==> config.mk <==
export PLATFORM = sky130hd
export DESIGN_NAME = lzbd_front_flat
export DESIGN_NICKNAME = d
export VERILOG_FILES = /design/src/rtl/core/lzbd_pkg.sv /design/src/rtl/core/lzbd_if.sv /design/src/rtl/core/lzbd_front.sv /design/src/flat_wrapper.sv
export SDC_FILE = /design/constraint.sdc
export NUM_CORES = 1
export LEC_CHECK = 0
export BUFFER_PORTS_ARGS = -buffer_cell sky130_fd_sc_hd__buf_2
export CAP_MARGIN = 20
export CORE_MARGIN = 2
export CORE_UTILIZATION = 37
export DETAILED_ROUTE_END_ITERATION = 12
export GPL_ROUTABILITY_DRIVEN = 0
export GPL_TIMING_DRIVEN = 0
export SYNTH_ARGS = -nofsm -noshare
export SYNTH_HDL_FRONTEND = slang
export SYNTH_SLANG_ARGS = --single-unit
==> constraint.sdc <==
create_clock -name i_clk -period 1.7 [get_ports i_clk]
set_input_delay 0.51 -clock i_clk [delete_from_list [all_inputs] [get_ports i_clk]]
set_output_delay 0.51 -clock i_clk [all_outputs]
set_load 0.05 [all_outputs]
==> src/rtl/core/lzbd_pkg.sv <==
// Shared constants, types and codes of the LZ bitstream decompressor.
package lzbd_pkg;

    localparam int HISTORY_BITS  = 16;
    localparam int POSITION_BITS = 24;
    localparam int SIZE_W        = 24;
    localparam int ACC_W         = (HISTORY_BITS > 12) ? HISTORY_BITS : 12;
    localparam int FBD_W         = $clog2(ACC_W + 1);
    localparam int MW_W          = $clog2(HISTORY_BITS + 1);
    localparam int CMP_W         = ((POSITION_BITS > SIZE_W) ? POSITION_BITS : SIZE_W) + 1;
    localparam int PEND_W        = 12;
    localparam int Q_DEPTH       = 2;
    localparam int QP_W          = $clog2(Q_DEPTH);
    localparam int QC_W          = $clog2(Q_DEPTH + 1);

    typedef enum logic [2:0] {
        ERR_NONE    = 3'd0,
        ERR_TRUNC   = 3'd1,
        ERR_RUN     = 3'd2,
        ERR_DIST    = 3'd3,
        ERR_OVERRUN = 3'd4,
        ERR_WIDTH   = 3'd5
    } t_err;

    typedef enum logic [2:0] {
        PH_FLAG, PH_LIT, PH_COUNT, PH_RUNLEN, PH_RUNBYTE, PH_DIST
    } t_phase;

    typedef enum logic [2:0] {
        S_IDLE, S_BITS, S_GROW, S_CP_RD, S_CP_WR, S_END
    } t_state;

    typedef struct packed {
        logic [7:0] packed_byte;
        logic       final_byte;
        logic       is_header;
    } t_item;

    typedef struct packed {
        logic [63:0] out_data;
        logic [3:0]  byte_count;
        logic        last;
        t_err        error_code;
    } t_result;

endpackage

==> src/rtl/core/lzbd_if.sv <==
// Channel interfaces: packed input bytes, result groups, size register write.
interface lzbd_in_if;
    logic       valid;
    logic       ready;
    logic [7:0] packed_byte;
    logic       final_byte;
    modport source (output valid, packed_byte, final_byte, input ready);
    modport sink (input valid, packed_byte, final_byte, output ready);
endinterface


==> src/rtl/core/lzbd_front.sv <==
// Intake: tags the header byte and queues items for the decoder.
module lzbd_front import lzbd_pkg::*; (
    input  logic       i_clk,
    input  logic       i_rst_n,
    lzbd_in_if.sink    i_in,
    output logic       o_q_valid,
    output t_item      o_q_item,
    input  logic       i_q_pop
);

    t_item             r_mem [Q_DEPTH];
    logic [QP_W-1:0]   r_wp, r_rp;
    logic [QC_W-1:0]   r_cnt;
    logic              r_hdr_seen;
    logic              w_push, w_pop;

    assign i_in.ready = (r_cnt != QC_W'(Q_DEPTH));
    assign w_push     = i_in.valid && i_in.ready;
    assign o_q_valid  = (r_cnt != '0);
    assign w_pop      = o_q_valid && i_q_pop;
    assign o_q_item   = r_mem[r_rp];

    always_ff @(posedge i_clk) begin
        if (w_push) begin
            r_mem[r_wp] <= '{packed_byte: i_in.packed_byte,
                             final_byte:  i_in.final_byte,
                             is_header:   !r_hdr_seen};
        end
    end

    always_ff @(posedge i_clk) begin
        if (!i_rst_n) begin
            r_wp       <= '0;
            r_rp       <= '0;
            r_cnt      <= '0;
            r_hdr_seen <= 1'b0;
        end else begin
            if (w_push) begin
                r_wp       <= r_wp + 1'b1;
                r_hdr_seen <= 1'b1;
            end
            if (w_pop) begin
                r_rp <= r_rp + 1'b1;
            end
            r_cnt <= r_cnt + QC_W'(w_push) - QC_W'(w_pop);
        end
    end

endmodule

==> src/flat_wrapper.sv <==
// flat-port wrapper written by rule: the top's interface ports become plain ports
module lzbd_front_flat import lzbd_pkg::*;
  (i_clk, i_rst_n, o_q_valid, o_q_item, i_q_pop, i_in_valid, i_in_packed_byte, i_in_final_byte, i_in_ready);
  lzbd_in_if i_in_i ();
  input  logic i_clk;
  input  logic i_rst_n;
  output logic o_q_valid;
  output t_item o_q_item;
  input  logic i_q_pop;
  input wire logic [$bits(i_in_i.valid)-1:0] i_in_valid;
  input wire logic [$bits(i_in_i.packed_byte)-1:0] i_in_packed_byte;
  input wire logic [$bits(i_in_i.final_byte)-1:0] i_in_final_byte;
  output wire logic [$bits(i_in_i.ready)-1:0] i_in_ready;
  assign i_in_i.valid = i_in_valid;
  assign i_in_i.packed_byte = i_in_packed_byte;
  assign i_in_i.final_byte = i_in_final_byte;
  assign i_in_ready = i_in_i.ready;
  lzbd_front u_core (.i_clk(i_clk), .i_rst_n(i_rst_n), .i_in(i_in_i), .o_q_valid(o_q_valid), .o_q_item(o_q_item), .i_q_pop(i_q_pop));
endmodule
Word level (Yosys, flattened, before mapping)

Memory sizes are Yosys's and may differ from the RTL's. A register that Yosys moved wholly into a read port is not among the register bits.
Index checks and enable logic that the tools add are counted.

Equal/unequal tests: 1
Add/sub/neg operators: 4
Reductions and logical operators: 4
Mux-type cells: 4

Operators by type and width:

| kind                  | number |
|---|---|
| $mux W1               | 4 |
| $add A1 B1 Y1 const B | 2 |
| $add A2 B1 Y2         | 1 |
| $logic_and A1 B1 Y1   | 2 |
| $ne A2 B2 Y1 const B  | 1 |
| $reduce_bool A2 Y1    | 1 |
| $sub A2 B1 Y2         | 1 |
| $logic_not A1 Y1      | 1 |

Memory bits (writable): 20
Memories: 1
Register bits after elaboration: 5
Bits of input ports: 13
Logic and storage cells: 18

Memories:

| memory       | words | bits a word | rd ports | clocked after Yosys merged registers in | wr ports | line             | source |
|---|---|---|---|---|---|---|---|
| u_core.r_mem | 2     | 10          | 1        | 1                                       | 1        | lzbd_front.sv:11 | `t_item r_mem [Q_DEPTH];` |

Longest topological paths before layout

Depth after elaboration: 4
Depth in mapped cells: 7

Least setup slack after synthesis

OpenSTA, ideal clock, no wires.

Path kind: register to register
Start point: register u_core.r_cnt[0]
End point: memory u_core.r_mem[0][0] (netlist name) (enable)
Arrival: 1.247 ns
Stages on the path, launching flop included: 4
Clock period less this slack: 1.624 ns
Path slack: 0.076 ns
Data required time: 1.324 ns
Path buffers: 0
Library setup time: 0.376 ns
Cell sequence: dfxtp_1 -> nand2b_2 -> nand2_2 -> nor2_1

Word-level cells in the longest chain between the ends: 4

RTL lines:

| item                          | line               | source |
|---|---|---|
| from (decl)                   | lzbd_front.sv:13   | `logic [QC_W-1:0] r_cnt;` |
| from (signal assigned)        | lzbd_front.sv:45   | `r_cnt <= r_cnt + QC_W'(w_push) - QC_W'(w_pop);` |
| $ne A2 B2 Y1                  | lzbd_front.sv:17   | `assign i_in.ready = (r_cnt != QC_W'(Q_DEPTH));` |
| net i_in_ready                | flat_wrapper.sv:13 | `output wire logic [$bits(i_in_i.ready)-1:0] i_in_ready;` |
| $logic_and A1 B1 Y1           | lzbd_front.sv:18   | `assign w_push = i_in.valid && i_in.ready;` |
| $mux W1                       | lzbd_front.sv:24   | `if (w_push) begin` |
| $mux W1 (implied by the code) | lzbd_front.sv:25   | `r_mem[r_wp] <= '{packed_byte: i_in.packed_byte,` |
| to (decl)                     | lzbd_front.sv:11   |  |

The timed path passes the listed nets, and every way through them passes these cells.

==> flow_summary.ini <==
[timing]
fin_ws_ns = -0.0962
rsz0062_at_grt = yes
period_share = 1.06
layout_min_cycle_time_ns = 1.80
hold_slack_ns = 0.383
hold_viol = 0
fin_skew_ns = 0.00184
relSlewSlack = 0.632
fmax_mhz = 557
drv_slew = 0
setup_viol = 10
worstMarginPinSlew_ns = 0.551

[route]
wl_per_cell_um = 13.3
dr_total_vias = 550
via_per_inst = 4.62
drt_iter0_markers = 14
finalWirelength_um = 1580
dr.pass1.iters = 4
drc = 0
ant_nets = 0

[pwr]
p_comb_frac = 0.501
switching_power_uw = 856
leakagePower_nw = 0.555
powerDensity_nw_per_um2 = 1710
internal_power_mw = 1.51
swShare = 0.362
irDropWorstVdd_mv = 0.887
p_clk_frac = 0.127
p_seq_frac = 0.372

[place]
placed_area_sq_um = 1170
placed_cells = 114
dp_slack_ns = -0.0930
port_buffers = 24
dpl.hpwl_um = 1050

[synth]
synthCells = 60
synth_nets = 75
seq_area_frac_synth = 0.715
ys_ff_latch = 26
avgSynthCellArea_sq_um = 16.8
synth_cell_types = 21
synth_top_area_share = 0.596
yosysTopAreaCell = edfxtp_1
yosysWarnings = 0
syn-cell-area_sq_um = 1010
synth_area_leaders = edfxtp_1 60%, dfxtp_1 12%, mux2_2 11%

[layout]
drive_gt1_frac = 0.562
fin_cells = 119
nFillCells = 217
stdcell_area_sq_um = 1380
n_antenna_cell = 0
area_growth_syn_to_layout_pct = 37.0
final_util = 0.548
nets = 105

[floorplanning]
die_x_um = 56.2
rows = 18
ios = 25
core-area_sq_um = 2520
die_h_um = 56.2
die-area_sq_um = 3160
start_util = 0.400

[critical_path]
critPathKind = reg2out
cp-end-kind = output pin
start_kind = flop
crit_arrival_ns = 1.29
worst-path-max-fanout = 5
required_ns = 1.19

[cts]
clk_pin_slew_ns = 0.13
cts_num_sinks = 26
cts_setup_buffers = 0
root_buffer = clkbuf_4
numCtsBuffers = 3
cts_hold_buf = 0
cts_max_level = 1
cts_buffer_depth = 2
insertion_delay_ns = 0.31
cts_tree = built

[grt]
globalRouteOverflowTotal = 0
grt_usage = 0.111
antenna_found_initial = 0
grt_pass1_vias = 555
grt_max_degree = 15
grt_pass1_wl_um = 2610

[job]
maxCapViolations = 0

[run_status]
outcome = finished with violations
violations = setup timing

[worst_hold_path]
hp-class = in2reg
-- routing by layer --
layer,track usage,part of all wire,vias up,wire length (um)
li1,-,-,272,-
met5,0,0,-,0
met1,0.142,0.44,264,691
met4,0.0510,0.0082,0,13
met3,0.0279,0.042,2,67
met2,0.175,0.51,12,812
-- cell usage in the layout, fill, tap and decap left out --
cell type,synthesis,layout
a21boi_1,1,1
and2_1,2,2
and3_1,1,1
buf_2,1,12
buf_6,0,2
buf_8,0,11
clkbuf_4,0,4
clkbuf_8,0,1
dfxtp_1,6,3
dfxtp_2,0,2
dfxtp_4,0,1
edfxtp_1,20,20
ha_1,2,2
inv_1,3,3
inv_2,1,1
mux2_4,0,10
nand2_1,1,1
nand2_2,1,1
nand2b_2,1,1
nand4b_1,1,1
nor2_2,0,1
nor2b_1,2,2
o21a_4,1,1
o21ai_1,1,1
or2_4,0,1
xnor2_1,2,2
xnor2_2,1,1
-- sequential cells by signal, summed over array words and instances, names as in the netlist, named ones only --
register           cells
u_core.r_hdr_seen      1
u_core.r_rp            1
u_core.r_wp            1
u_core.r_cnt           2
u_core.r_mem          20
-- final timing paths --
check,end,from,slack (ns),cells after the start
max,o_q_item[9],flop,-0.1,3
min,u_core.r_mem[1][2]$_DFFE_PP_,i_in_packed_byte[0],0.38,1
max reg2reg,u_core.r_cnt[1]$_SDFF_PN0_,u_core.r_cnt[1]$_SDFF_PN0_,0.12,7
min reg2reg,u_core.r_hdr_seen$_SDFFE_PN0P_,u_core.r_hdr_seen$_SDFFE_PN0P_,0.49,2
-- power by group through the flow --
stage | logic [mW] | registers, mW | clock network [mW]
final | 1.19 | 0.881 | 0.300
after CTS | 1.17 | 0.875 | 0.309
after global placement | 0.846 | 0.869 | 0
after global routing | 1.25 | 0.894 | 0.343
after floorplan | 0.703 | 0.863 | 0
after detailed placement | 0.858 | 0.877 | 0
-- stage by stage --
stage	TNS (ns)	power (mW)
after floorplan	0	1.57
after global placement	-0.575	1.72
after detailed placement	-0.975	1.73
after CTS	-1.14	2.35
after global routing	-1.50	2.49
final	-0.937	2.37
-- what timing repair did --
item | CTS | global route
setup endpoints to repair | 21 | 12
cloned | 1 | 0
resized for setup | 47 | 7
-- cell type report --
class	count	area, sq um	share of cell area
clock buffers	4	36.3	0.0263
multi-input cells	29	310	0.225
well taps	30	37.5	0.0272
flip-flops and latches	26	727	0.526
repair buffers	25	244	0.177
plain buffers	1	11.3	0.00815
inverters	4	15.0	0.0109
-- worst max-delay path, cell delays in order, from the launching register on --
cell and delay [ns]:
dfxtp_2 0.37, buf_6 0.14, mux2_4 0.31, buf_8 0.15
-- Yosys cell counts --
library cell and number:
edfxtp_1 20, mux2_2 10, dfxtp_1 6, inv_1 3
and2_1 2, ha_1 2, nor2b_1 2, xnor2_1 2
a21boi_1 1, and3_1 1, buf_2 1, inv_2 1
nand2_1 1, nand2_2 1, nand2b_2 1, nand4b_1 1
nor2_1 1, o21a_4 1, o21ai_1 1, or2_2 1
xnor2_2 1
-- logic make-up (layout without fill, tap and decap cells) --
kind of cell / after synthesis / after routing / synth area share
AOI/OAI and AO/OA: 3 / 3 / 0.0273
xor gates and xnor gates: 3 / 3 / 0.0335
adders and majority gates: 2 / 2 / 0.0248
buffers and inverters: 5 / 34 / 0.0198
DFF: 26 / 26 / 0.715
muxes: 10 / 10 / 0.112
and+or+nand+nor: 11 / 11 / 0.0682
Power figures use the tool's default switching activity.
